### config.mk
export PLATFORM = sky130hd
export DESIGN_NAME = tbc_cell
export DESIGN_NICKNAME = d
export VERILOG_FILES = /design/src/rtl/tbc_pkg.sv /design/src/rtl/tbc_cell.sv
export SDC_FILE = /design/constraint.sdc
export NUM_CORES = 1
export LEC_CHECK = 0
export BUFFER_PORTS_ARGS = -buffer_cell sky130_fd_sc_hd__buf_2
export CORE_AREA = 8 8 238 240
export CTS_BUF_LIST = sky130_fd_sc_hd__clkbuf_4 sky130_fd_sc_hd__clkbuf_8
export CTS_CLUSTER_SIZE = 12
export DETAILED_ROUTE_END_ITERATION = 10
export DIE_AREA = 0 0 246 248
export GPL_ROUTABILITY_DRIVEN = 0
export HOLD_SLACK_MARGIN = 0.03
export SYNTH_ARGS = -nofsm -noshare
export SYNTH_HDL_FRONTEND = slang
export SYNTH_SLANG_ARGS = --single-unit
### constraint.sdc
create_clock -name clock -period 2.55 [get_ports clock]
set_input_delay 0 -clock clock [delete_from_list [all_inputs] [get_ports clock]]
set_output_delay 0 -clock clock [all_outputs]
set_load 0.01 [all_outputs]
### src/rtl/tbc_pkg.sv
// Package for the triangle barycentric coordinate block.
// Item types, widths and constants; no dependencies.
package tbc_pkg;
   localparam int COORD_BITS = 16;
   localparam int FRAC_BITS  = 16;
   localparam int DIFF_BITS  = COORD_BITS + 1;
   localparam int PROD_BITS  = 2 * DIFF_BITS;
   localparam int AREA_BITS  = PROD_BITS + 1;
   localparam int MAG_BITS   = AREA_BITS;
   localparam int QUO_BITS   = MAG_BITS + FRAC_BITS;
   localparam int NCELLS     = QUO_BITS;

   typedef struct packed {
      logic signed [15:0] vertex0_x;
      logic signed [15:0] vertex0_y;
      logic signed [15:0] vertex1_x;
      logic signed [15:0] vertex1_y;
      logic signed [15:0] vertex2_x;
      logic signed [15:0] vertex2_y;
      logic signed [15:0] point_x;
      logic signed [15:0] point_y;
   } req_type;

   typedef struct packed {
      logic signed [31:0] weight_first;
      logic signed [31:0] weight_second;
      logic               degenerate;
   } rsp_type;

   // One lane of the divider chain.
   typedef struct packed {
      logic [MAG_BITS-1:0] rem;
      logic [QUO_BITS-1:0] num;
      logic [QUO_BITS-1:0] quo;
      logic                neg;
      logic                zero;
   } lane_type;

   typedef struct packed {
      logic                valid;
      logic                degenerate;
      logic [MAG_BITS-1:0] den;
      lane_type            l0;
      lane_type            l1;
   } cell_type;
endpackage

### src/rtl/tbc_cell.sv
// One restoring-division cell: one quotient bit per lane per cycle.
// Depends on tbc_pkg.
module tbc_cell (
   input  logic              clock,
   input  logic              reset,
   input  tbc_pkg::cell_type in_cell,
   output tbc_pkg::cell_type out_cell
);
   function automatic tbc_pkg::lane_type step(input tbc_pkg::lane_type l,
                                               input logic [tbc_pkg::MAG_BITS-1:0] d);
      tbc_pkg::lane_type   o;
      logic [tbc_pkg::MAG_BITS:0] t;
      o = l;
      t = {l.rem, l.num[tbc_pkg::QUO_BITS-1]};
      o.num = {l.num[tbc_pkg::QUO_BITS-2:0], 1'b0};
      if (t >= {1'b0, d}) begin
         t = t - {1'b0, d};
         o.quo = {l.quo[tbc_pkg::QUO_BITS-2:0], 1'b1};
      end else begin
         o.quo = {l.quo[tbc_pkg::QUO_BITS-2:0], 1'b0};
      end
      o.rem = t[tbc_pkg::MAG_BITS-1:0];
      return o;
   endfunction

   always_ff @(posedge clock) begin
      if (reset) out_cell.valid <= 1'b0;
      else       out_cell.valid <= in_cell.valid;
      out_cell.degenerate <= in_cell.degenerate;
      out_cell.den        <= in_cell.den;
      out_cell.l0         <= step(in_cell.l0, in_cell.den);
      out_cell.l1         <= step(in_cell.l1, in_cell.den);
   end
endmodule

==> out/metrics.yaml, run 1 <==
cts:
  cts_max_level: 2
  cts_setup_buffers: 0
  cts.hold.buffers_added: 521
  cts.repair.resized: 0
  cts_buffers: 59
  root_buffer: "clkbuf_8"
  cts_max_path_buffers: 3
  clock-sinks: 313
synth:
  synth_cell_types: 69
  netlist_area_mm2: 0.0111
  synthTopCellsByArea: "dfxtp_1 56%, ha_1 7.9%, mux2_4 3.6%"
  ys_seq_area_share_pct: 56.3
  synth_edf_count: 0
  synthFlopType: "dfxtp_1"
  synth_top_area_share_pct: 56.3
  ys_ff_latch: 313
  yosysTopAreaCell: "dfxtp_1"
  netlist_instances: 1026
  yosysMostFrequentCell: "dfxtp_1"
  syn_avg_cell_area_um2: 10.9
  ys_top_cells_by_count: "313 x dfxtp_1, 94 x nand2_1, 70 x ha_1"
  yosysWarnings: 0
  synthArstFlopShare_pct: 0
place:
  place_ws_ns: -0.562
  post-dp-hpwl_um: 57400
  place_inst: 2497
  portBuffers: 627
floorplanning:
  die_x_um: 246
  fp.dieH_um: 248
  io_pins: 632
  initial_core_util_pct: 21.0
  fp-row-count: 85
run_status:
  haltStage: "4_1_cts"
  first-error: "[ERROR RSZ-0060] Max buffer count reached."
  status: "aborted with a tool error"
metrics by stage:
stage,instance area [µm²],util (%),hold slack [ns]
after floorplan,11100,-,0.0277
after global placement,16300,30.7,0.102
after detailed placement,16300,30.7,0.104
cells by family after synthesis:
logic type                 after synthesis  synth area share (%)
and+or+nand+nor                        217                  9.03
buffers and inverters                   86                  3.55
other                                    1                0.0337
adders and majority gates               72                  8.22
xor gates and xnor gates                59                  4.64
muxes                                   36                  4.52
DFF                                    313                  56.3
AOI/OAI and AO/OA                      242                  13.7
==> inputs of run 2 (changes only) <==
Settings changed: CORE_AREA 8 8 238 240 to 8 8 240 242, CTS_BUF_LIST sky130_fd_sc_hd__clkbuf_4 sky130_fd_sc_hd__clkbuf_8 to default, CTS_CLUSTER_SIZE 12 to default, DIE_AREA 0 0 246 248 to 0 0 248 250, HOLD_SLACK_MARGIN 0.03 to default, PLACE_DENSITY_LB_ADDON from default to 0.15.
Clock period 2.55 ns to 3.31 ns, I/O delays scaled along.
==> run 2 against run 1 <==
The run now ends clean. Synthesized area stayed put. Synthesized cell count unchanged.
==> out/metrics.yaml, run 2 <==
critical_path:
  crit_path_max_incr_delay_ns: 0.56
  critPathSlowestCell: "dlygate4sd3_1"
  crit_chain: "dlygate4sd3_1 -> buf_2 -> inv_1 -> ha_1 -> fa_1 -> nand2b_1 -> a21oi_1 -> buf_4 -> o31ai_2 -> a2111oi_2 -> buf_4 -> o221a_2 -> o31a_1 -> o21ai_4 -> buf_4 -> mux2_4"
  crit_top_cell: "buf_4"
  worstSetupPathType: "in -> reg"
  arrival_ns: 3.55
  cp-end-kind: "flip-flop"
  worstSetupStartpointType: "input port"
  path_max_fanout: 9
  required_ns: 3.75
detailed_routing:
  ant_nets: 0
  post_drt_wl_per_cell_um: 22.2
  route.detailed.drc: 0
  dr.pass1.iters: 5
  drt-total-wl_um: 61000
  num_vias: 11400
  via_per_inst: 4.13
  drtIter0Drc: 436
timing:
  finalCritPeriodShare_pct: 94.1
  slew_headroom_pct: 47.3
  rsz0062_at_grt: "no"
  report.final.slew_viol_count: 0
  setup_viol: 0
  hold_violations: 0
  worstMarginPinSlew_ns: 0.780
  timing.fmax_ghz: 0.321
  fin_setup_tns_ns: 0
  whs_ns: 0.0709
  min_period_ns: 3.12
layout:
  stdcell_area_mm2: 0.0197
  largestRegisters: "out_cell: 313 flops"
  largest_reg_flops: 313
  layout_common_cells: "627 x buf_2, 313 x dfxtp_1, 312 x dlygate4sd3_1"
  layout_commonest_cell: "buf_2"
  synthToLayoutAreaGrowth_pct: 76.8
  layout-drive-gt1-share_pct: 37.4
  fin_util_pct: 36.8
  nFillCells: 5399
  multiInputGateArea_mm2: 0.00449
  regMostFlops: "out_cell"
  seq_area_mm2: 0.00627
  layout.nets: 2396
  instances_no_fill: 2750
synth:
  synthArstFlopShare_pct: 0
  syn_avg_cell_area_um2: 10.9
  netlist_area_mm2: 0.0111
  netlist_instances: 1026
  ys_top_cells_by_count: "313 x dfxtp_1, 94 x nand2_1, 70 x ha_1"
  synthTopCellsByArea: "dfxtp_1 56%, ha_1 7.9%, mux2_4 3.6%"
  synth_top_area_share_pct: 56.3
  yosysWarnings: 0
  synth_cell_types: 69
  yosysMostFrequentCell: "dfxtp_1"
  synthFlopType: "dfxtp_1"
  synth_edf_count: 0
  yosysTopAreaCell: "dfxtp_1"
  ys_ff_latch: 313
  ys_seq_area_share_pct: 56.3
cts:
  cts_buffers: 39
  cts_max_path_buffers: 3
  root_buffer: "clkbuf_16"
  path_clk_slew_ns: 0.06
  cts_tree: "done"
  clock-sinks: 313
  cts_max_level: 2
global_route:
  grt_busiest_layer: "met2"
  grt.overflow.total: 0
  grt_max_degree: 24
  grt_use_total_pct: 18.8
  use_met2_pct: 33.6
  grt_pass1_vias: 12400
  grtUsageMet3_pct: 6.02
  grt_antenna_before_repair: 25
  grt_pass1_wl_um: 85200
  use_met1_pct: 19.8
min_path:
  holdCritPathClass: "in -> reg"
pwr:
  vdd_drop_max_uv: 357
  powerDensity_mw_per_mm2: 553
  p_leak_nw: 9.50
place:
  place_area_mm2: 0.0152
  place_inst: 2347
  post-dp-hpwl_um: 49900
  portBuffers: 627
floorplanning:
  fp-row-count: 85
  initial_core_util_pct: 20.8
  fp.dieH_um: 250
  io_pins: 632
  die_area_mm2: 0.0620
  core_area_mm2: 0.0535
  die_x_um: 248
run_status:
  status: "finished clean"
run:
  cap_violations: 0
-- run 2: cell type report --
cell class | count | share of cell area [%]
Antenna cell | 19 | 0.242
Clock buffer | 54 | 5.60
Clock inverter | 15 | 0.979
Inverter | 61 | 1.16
Multi-Input combinational cell | 628 | 22.8
Sequential cell | 313 | 31.8
Tap cell | 696 | 4.42
Timing Repair Buffer | 964 | 32.9
-- run 2: cell families after synthesis --
group / count (synthesis) / share of synthesized area, %
other cells: 1 / 0.0337
flops: 313 / 56.3
buf+inv: 86 / 3.55
mux: 36 / 4.52
simple gates: 217 / 9.03
fa+ha+maj: 72 / 8.22
compound gates: 242 / 13.7
xor+xnor: 59 / 4.64
-- run 2: worst max-delay path: cells and delay by family --
family	cells	cell delay (ns)
adder cells (fa/ha/maj)	2	0.64
AO/OA/AOI/OAI	6	1.17
buffers and inverters	6	1.26
multiplexers	1	0.28
AND/OR/NAND/NOR	1	0.18
-- run 2: worst paths after layout --
kind / start / to / slack, ns / cells past startpoint
worst min-delay path: in_cell[138] / out_cell[2]$_DFF_P_ / 0.07 / 4
worst max-delay path: in_cell[242] / out_cell[258]$_DFF_P_ / 0.19 / 16
-- run 2: where the power goes --
| group | switching (W) | internal, W |
|---|---|---|
| sequential | 0.000103 | 0.00412 |
| combinational | 0.00124 | 0.00112 |
| clock | 0.00173 | 0.00258 |
-- run 2: metal layers --
| layer | vias up | share of wire [%] |
|---|---|---|
| met5 | - | 0.11 |
| met4 | 10 | 4.2 |
| met3 | 95 | 8.1 |
| met2 | 428 | 50 |
| met1 | 5279 | 38 |
| li1 | 5551 | - |
-- run 2: repair_timing --
action | in CTS | in global routing
gates resized for setup | 0 | 1
setup endpoints to repair | 0 | 22
hold endpoints to repair | 311 | 0
hold buffers | 312 | 0
setup buffers | 0 | 3
-- run 2: through the flow --
| step | total power [W] | worst slack (ns) |
|---|---|---|
| 6_report | 0.0109 | 0.194 |
| 5_1_grt | 0.0114 | 0.0283 |
| 4_1_cts | 0.0111 | 0.0145 |
| 3_5_place_dp | 0.00636 | 0.0674 |
| 3_3_place_gp | 0.00637 | 0.115 |
| 2_1_floorplan | 0.00536 | 0.760 |
Power figures use the tool's default switching activity.
==> inputs of run 3 (changes only) <==
Settings changed: CELL_PAD_IN_SITES_DETAIL_PLACEMENT from default to 0, CELL_PAD_IN_SITES_GLOBAL_PLACEMENT from default to 2.
==> run 3 against run 2 <==
Maximum frequency rose by 0.26%. Cell area fell by 0.29%. Non-clock buffer count fell by 8. Wire length rose by 4.3%. Sequential power barely moved. Via count fell by 0.84%. Clock-buffer cell count fell by 5. Die area did not move. Cell count fell by 0.55%. Worst hold slack improved by 0.00086 ns.
==> out/metrics.yaml, run 3 (synthesized netlist as in run 2, its figures left out) <==
pwr:
  powerDensity_mw_per_mm2: 563
  p_leak_nw: 9.48
  finalPower_w: 0.0110
  vdd_drop_max_uv: 316
floorplanning:
  initial_core_util_pct: 20.8
  io_pins: 632
  fp-row-count: 85
  die_area_mm2: 0.0620
  core_area_mm2: 0.0535
  die_x_um: 248
  fp.dieH_um: 250
global_route:
  grt_pass1_wl_um: 87800
  grt_max_degree: 24
  grt_use_total_pct: 19.5
  grtUsageMet3_pct: 6.68
  grt_pass1_vias: 12200
  grt.overflow.total: 0
  grt_busiest_layer: "met2"
  use_met2_pct: 33.7
  use_met1_pct: 22.3
  grt_antenna_before_repair: 21
place:
  portBuffers: 627
  post-dp-hpwl_um: 53000
layout:
  nFillCells: 5447
  seq_area_mm2: 0.00627
  largest_reg_flops: 313
  multiInputGateArea_mm2: 0.00449
  regMostFlops: "out_cell"
  synthToLayoutAreaGrowth_pct: 76.3
  fin_util_pct: 36.7
  layout_commonest_cell: "buf_2"
  largestRegisters: "out_cell: 313 flops"
  layout_common_cells: "627 x buf_2, 313 x dfxtp_1, 312 x dlygate4sd3_1"
  layout-drive-gt1-share_pct: 37.4
  layout.nets: 2388
cts:
  clock-sinks: 313
  cts_setup_buffers: 0
  root_buffer: "clkbuf_16"
  cts_tree: "done"
  cts_max_level: 2
  path_clk_slew_ns: 0.05
  cts_buffers: 39
  cts_max_path_buffers: 3
detailed_routing:
  via_per_inst: 4.12
  route.detailed.drc: 0
  num_vias: 11300
  drtIter0Drc: 455
  drt-total-wl_um: 63600
  post_drt_wl_per_cell_um: 23.2
  ant_nets: 0
  dr.pass1.iters: 5
critical_path:
  required_ns: 3.77
  cp-end-kind: "flip-flop"
  path_max_fanout: 20
  arrival_ns: 3.57
  worstSetupStartpointType: "input port"
  worstSetupPathType: "in -> reg"
timing:
  fin_setup_tns_ns: 0
  rsz0062_at_grt: "no"
  hold_violations: 0
  report.final.slew_viol_count: 0
  slew_headroom_pct: 58.9
  timing.fmax_ghz: 0.322
  min_period_ns: 3.11
  worstMarginPinSlew_ns: 0.609
  setup_viol: 0
  finalCritPeriodShare_pct: 93.9
run_status:
  status: "finished clean"
min_path:
  holdCritPathClass: "in -> reg"
run:
  cap_violations: 0
run 3: cell types whose count changed in the layout (fill, tap and decap cells not counted), sizes merged:
cell | previous run | this run
buf | 652 | 644
diode | 19 | 12
clkbuf | 54 | 49
clkinv | 9 | 12
bufinv | 3 | 5
clkinvlp | 2 | 3
inv | 62 | 61
run 3: routing by layer:
| metal | vias up | routed length (µm) |
|---|---|---|
| met2 | 411 | 30600 |
| met1 | 5238 | 25600 |
| met5 | - | 69 |
| met3 | 81 | 5290 |
| met4 | 10 | 1940 |
| li1 | 5528 | - |
run 3: layout make-up:
type / count / area share, %
clock inverter: 20 / 1.30
clock buffer: 49 / 5.47
tap: 696 / 4.44
sequential: 313 / 31.9
timing repair buffer: 956 / 32.7
antenna: 12 / 0.153
inverter: 61 / 1.17
multi-input combinational: 628 / 22.9
run 3: worst paths after layout:
kind	to	from	cells past startpoint	slack (ns)
min	out_cell[261]$_DFF_P_	in_cell[277]	6	0.07
max	out_cell[253]$_DFF_P_	in_cell[242]	14	0.20
run 3: through the flow:
step / cell area [µm²] / instances / hold WS (ns) / worst slack, ns
after floorplan: 11100 / 1027 / 0.0277 / 0.760
after global placement: 15100 / 2342 / 0.103 / 0.0997
after detailed placement: 15100 / 2342 / 0.104 / 0.0765
after CTS: 19600 / 2723 / 0.0423 / 0.0118
after global routing: 19600 / 2734 / 0.0580 / 0.00392
final: 19600 / 2735 / 0.0718 / 0.202
run 3: worst max-delay path: stages:
cell and delay [ns]:
dlygate4sd3_1 0.58, buf_2 0.14, inv_1 0.04, ha_1 0.23, fa_1 0.40, nand2b_1 0.19
a21oi_2 0.20, o31ai_1 0.13, a2111oi_2 0.44, o221a_2 0.33, o31a_1 0.20, o21ai_4 0.15
buf_4 0.27, o31ai_1 0.25
run 3: what timing repair did:
item                                    in CTS  in global routing
gates resized for setup                      0                  1
endpoints found under the setup margin       0                 13
endpoints found under the hold margin      311                  0
hold buffers                               312                  0
run 3: power by group:
group          internal [W]  total [W]  switching [W]
clock network       0.00269    0.00444        0.00174
logic               0.00111    0.00238        0.00128
registers           0.00412    0.00423       0.000104
total               0.00792     0.0110        0.00312
==> inputs of run 4 (changes only) <==
Settings changed: CAP_MARGIN from default to 20, CORE_AREA 8 8 240 242 to 8 8 238 240, CTS_BUF_LIST from default to sky130_fd_sc_hd__clkbuf_8 sky130_fd_sc_hd__clkbuf_16, DIE_AREA 0 0 248 250 to 0 0 246 248.
Clock period 3.31 ns to 3.86 ns, I/O delays scaled along.
==> run 4 against run 3 <==
The run now ends with hold timing, capacitance limit left. Sequential power down 14%. Via count is 0.13% higher. Worst hold slack got worse by 0.087 ns. Power fell by 14%. Cell area hardly changed. Highest routed layer unchanged.
==> out/metrics.yaml, run 4 (synthesized netlist as in run 2, its figures left out) <==
global_route:
  grt_use_total_pct: 19.9
  grt.overflow.total: 0
  grt_max_degree: 37
  grt_pass1_vias: 12200
  grt_antenna_before_repair: 23
  grt_pass1_wl_um: 88100
floorplanning:
  io_pins: 632
  fp.dieH_um: 248
  fp-row-count: 85
  die_x_um: 246
  die_area_mm2: 0.0610
  core_area_mm2: 0.0531
  initial_core_util_pct: 21.0
cts:
  path_clk_slew_ns: 0.06
  root_buffer: "clkbuf_16"
  clock-sinks: 313
  cts_buffers: 39
  cts.repair.resized: 0
  cts_max_path_buffers: 3
  cts_tree: "done"
  cts_max_level: 2
timing:
  slew_headroom_pct: 2.31
  timing.fmax_ghz: 0.278
  worstMarginPinSlew_ns: 1.45
  min_period_ns: 3.60
  fin_setup_tns_ns: 0
  report.final.slew_viol_count: 0
  rsz0062_at_grt: "no"
  setup_viol: 0
  whs_ns: -0.0149
  finalCritPeriodShare_pct: 93.3
  hold_violations: 1
layout:
  layout_commonest_cell: "buf_2"
  regMostFlops: "out_cell"
  layout_common_cells: "627 x buf_2, 313 x dlygate4sd3_1, 313 x dfxtp_1"
  synthToLayoutAreaGrowth_pct: 76.3
  largest_reg_flops: 313
  nFillCells: 5427
  largestRegisters: "out_cell: 313 flops"
  layout-drive-gt1-share_pct: 37.2
  layout.nets: 2385
pwr:
  switching_share_pct: 28.3
  vdd_drop_max_uv: 275
  powerDensity_mw_per_mm2: 486
  p_int_w: 0.00684
  p_leak_nw: 9.50
  p_switching_w: 0.00270
  p_comb_share_pct: 21.4
  power_frac_clock_pct: 40.7
  seqPwrFrac_pct: 37.9
critical_path:
  path_max_fanout: 16
  arrival_ns: 4.10
  crit_path_max_incr_delay_ns: 0.56
  required_ns: 4.36
  worstSetupPathType: "in -> reg"
  crit_chain: "dlygate4sd3_1 -> buf_2 -> ha_1 -> fa_1 -> nand2b_1 -> a21oi_1 -> buf_4 -> o31ai_1 -> a2111oi_2 -> buf_4 -> o221a_2 -> o31a_1 -> o21ai_4 -> buf_12 -> o31ai_1 -> dlygate4sd3_1"
  critPathSlowestCell: "dlygate4sd3_1"
  cp-end-kind: "flip-flop"
  worstSetupStartpointType: "input port"
min_path:
  holdCritPathClass: "in -> reg"
  hold_depth: 4
run_status:
  status: "complete, but fails checks"
  violations: "hold timing, capacitance limit"
place:
  portBuffers: 627
  post-dp-hpwl_um: 53000
detailed_routing:
  drt-total-wl_um: 64100
  post_drt_wl_per_cell_um: 23.5
  drtIter0Drc: 381
  ant_nets: 0
  via_per_inst: 4.13
  route.detailed.drc: 0
  num_vias: 11300
  dr.pass1.iters: 4
run:
  cap_violations: 1
## run 4: routing by layer
layer | track usage, % | vias up | part of all wire, %
met1 | 22.5 | 5232 | 39
met5 | 0 | - | 0.11
li1 | - | 5527 | -
met3 | 7.73 | 98 | 8.9
met4 | 7.65 | 10 | 3.6
met2 | 33.6 | 416 | 48
## run 4: power by group through the flow
stage | clock network, W | registers [W] | logic [W]
after detailed placement | 0 | 0.00368 | 0.00178
after floorplan | 0 | 0.00384 | 0.000754
after CTS | 0.00402 | 0.00362 | 0.00208
after global placement | 0 | 0.00369 | 0.00179
final | 0.00389 | 0.00362 | 0.00205
after global routing | 0.00415 | 0.00365 | 0.00224
## run 4: cell type report
type                    instances  area (µm²)  share of cell area, %
repair buffers                952        6390                   32.5
flip-flops and latches        313        6270                   31.9
multi-input cells             629        4500                   22.9
clock buffers                  44        1040                   5.32
well taps                     696         871                   4.44
clock inverters                24         307                   1.56
inverters                      61         229                   1.17
diodes                         14        35.0                  0.178
## run 4: worst max-delay path: cells and delay by family
kind	cells	cell delay, ns
compound gates	7	1.43
fa+ha+maj	2	0.67
buf+inv	6	1.80
simple gates	1	0.18
## run 4: path summary, 6_finish.rpt
kind / startpoint / endpoint / slack [ns]
worst max-delay path: in_cell[278] / out_cell[253]$_DFF_P_ / 0.26
worst min-delay path: in_cell[242] / out_cell[243]$_DFF_P_ / -0.01
## run 4: metrics by stage
stage / cells / area (µm²) / power [W] / worst slack [ns] / util, %
global placement: 2333 / 15100 / 0.00548 / 0.248 / 28.4
finish: 2733 / 19600 / 0.00955 / 0.260 / 37.0
floorplan: 1027 / 11100 / 0.00460 / 1.31 / -
CTS: 2714 / 19500 / 0.00972 / 0.0231 / 36.8
detailed placement: 2333 / 15100 / 0.00546 / 0.217 / 28.4
global route: 2730 / 19600 / 0.0100 / 0.0536 / 37.0
## run 4: repair_timing
item,in CTS,in global routing
buffers inserted,0,4
setup endpoints to repair,0,1
hold buffers,313,0
hold endpoints to repair,311,0
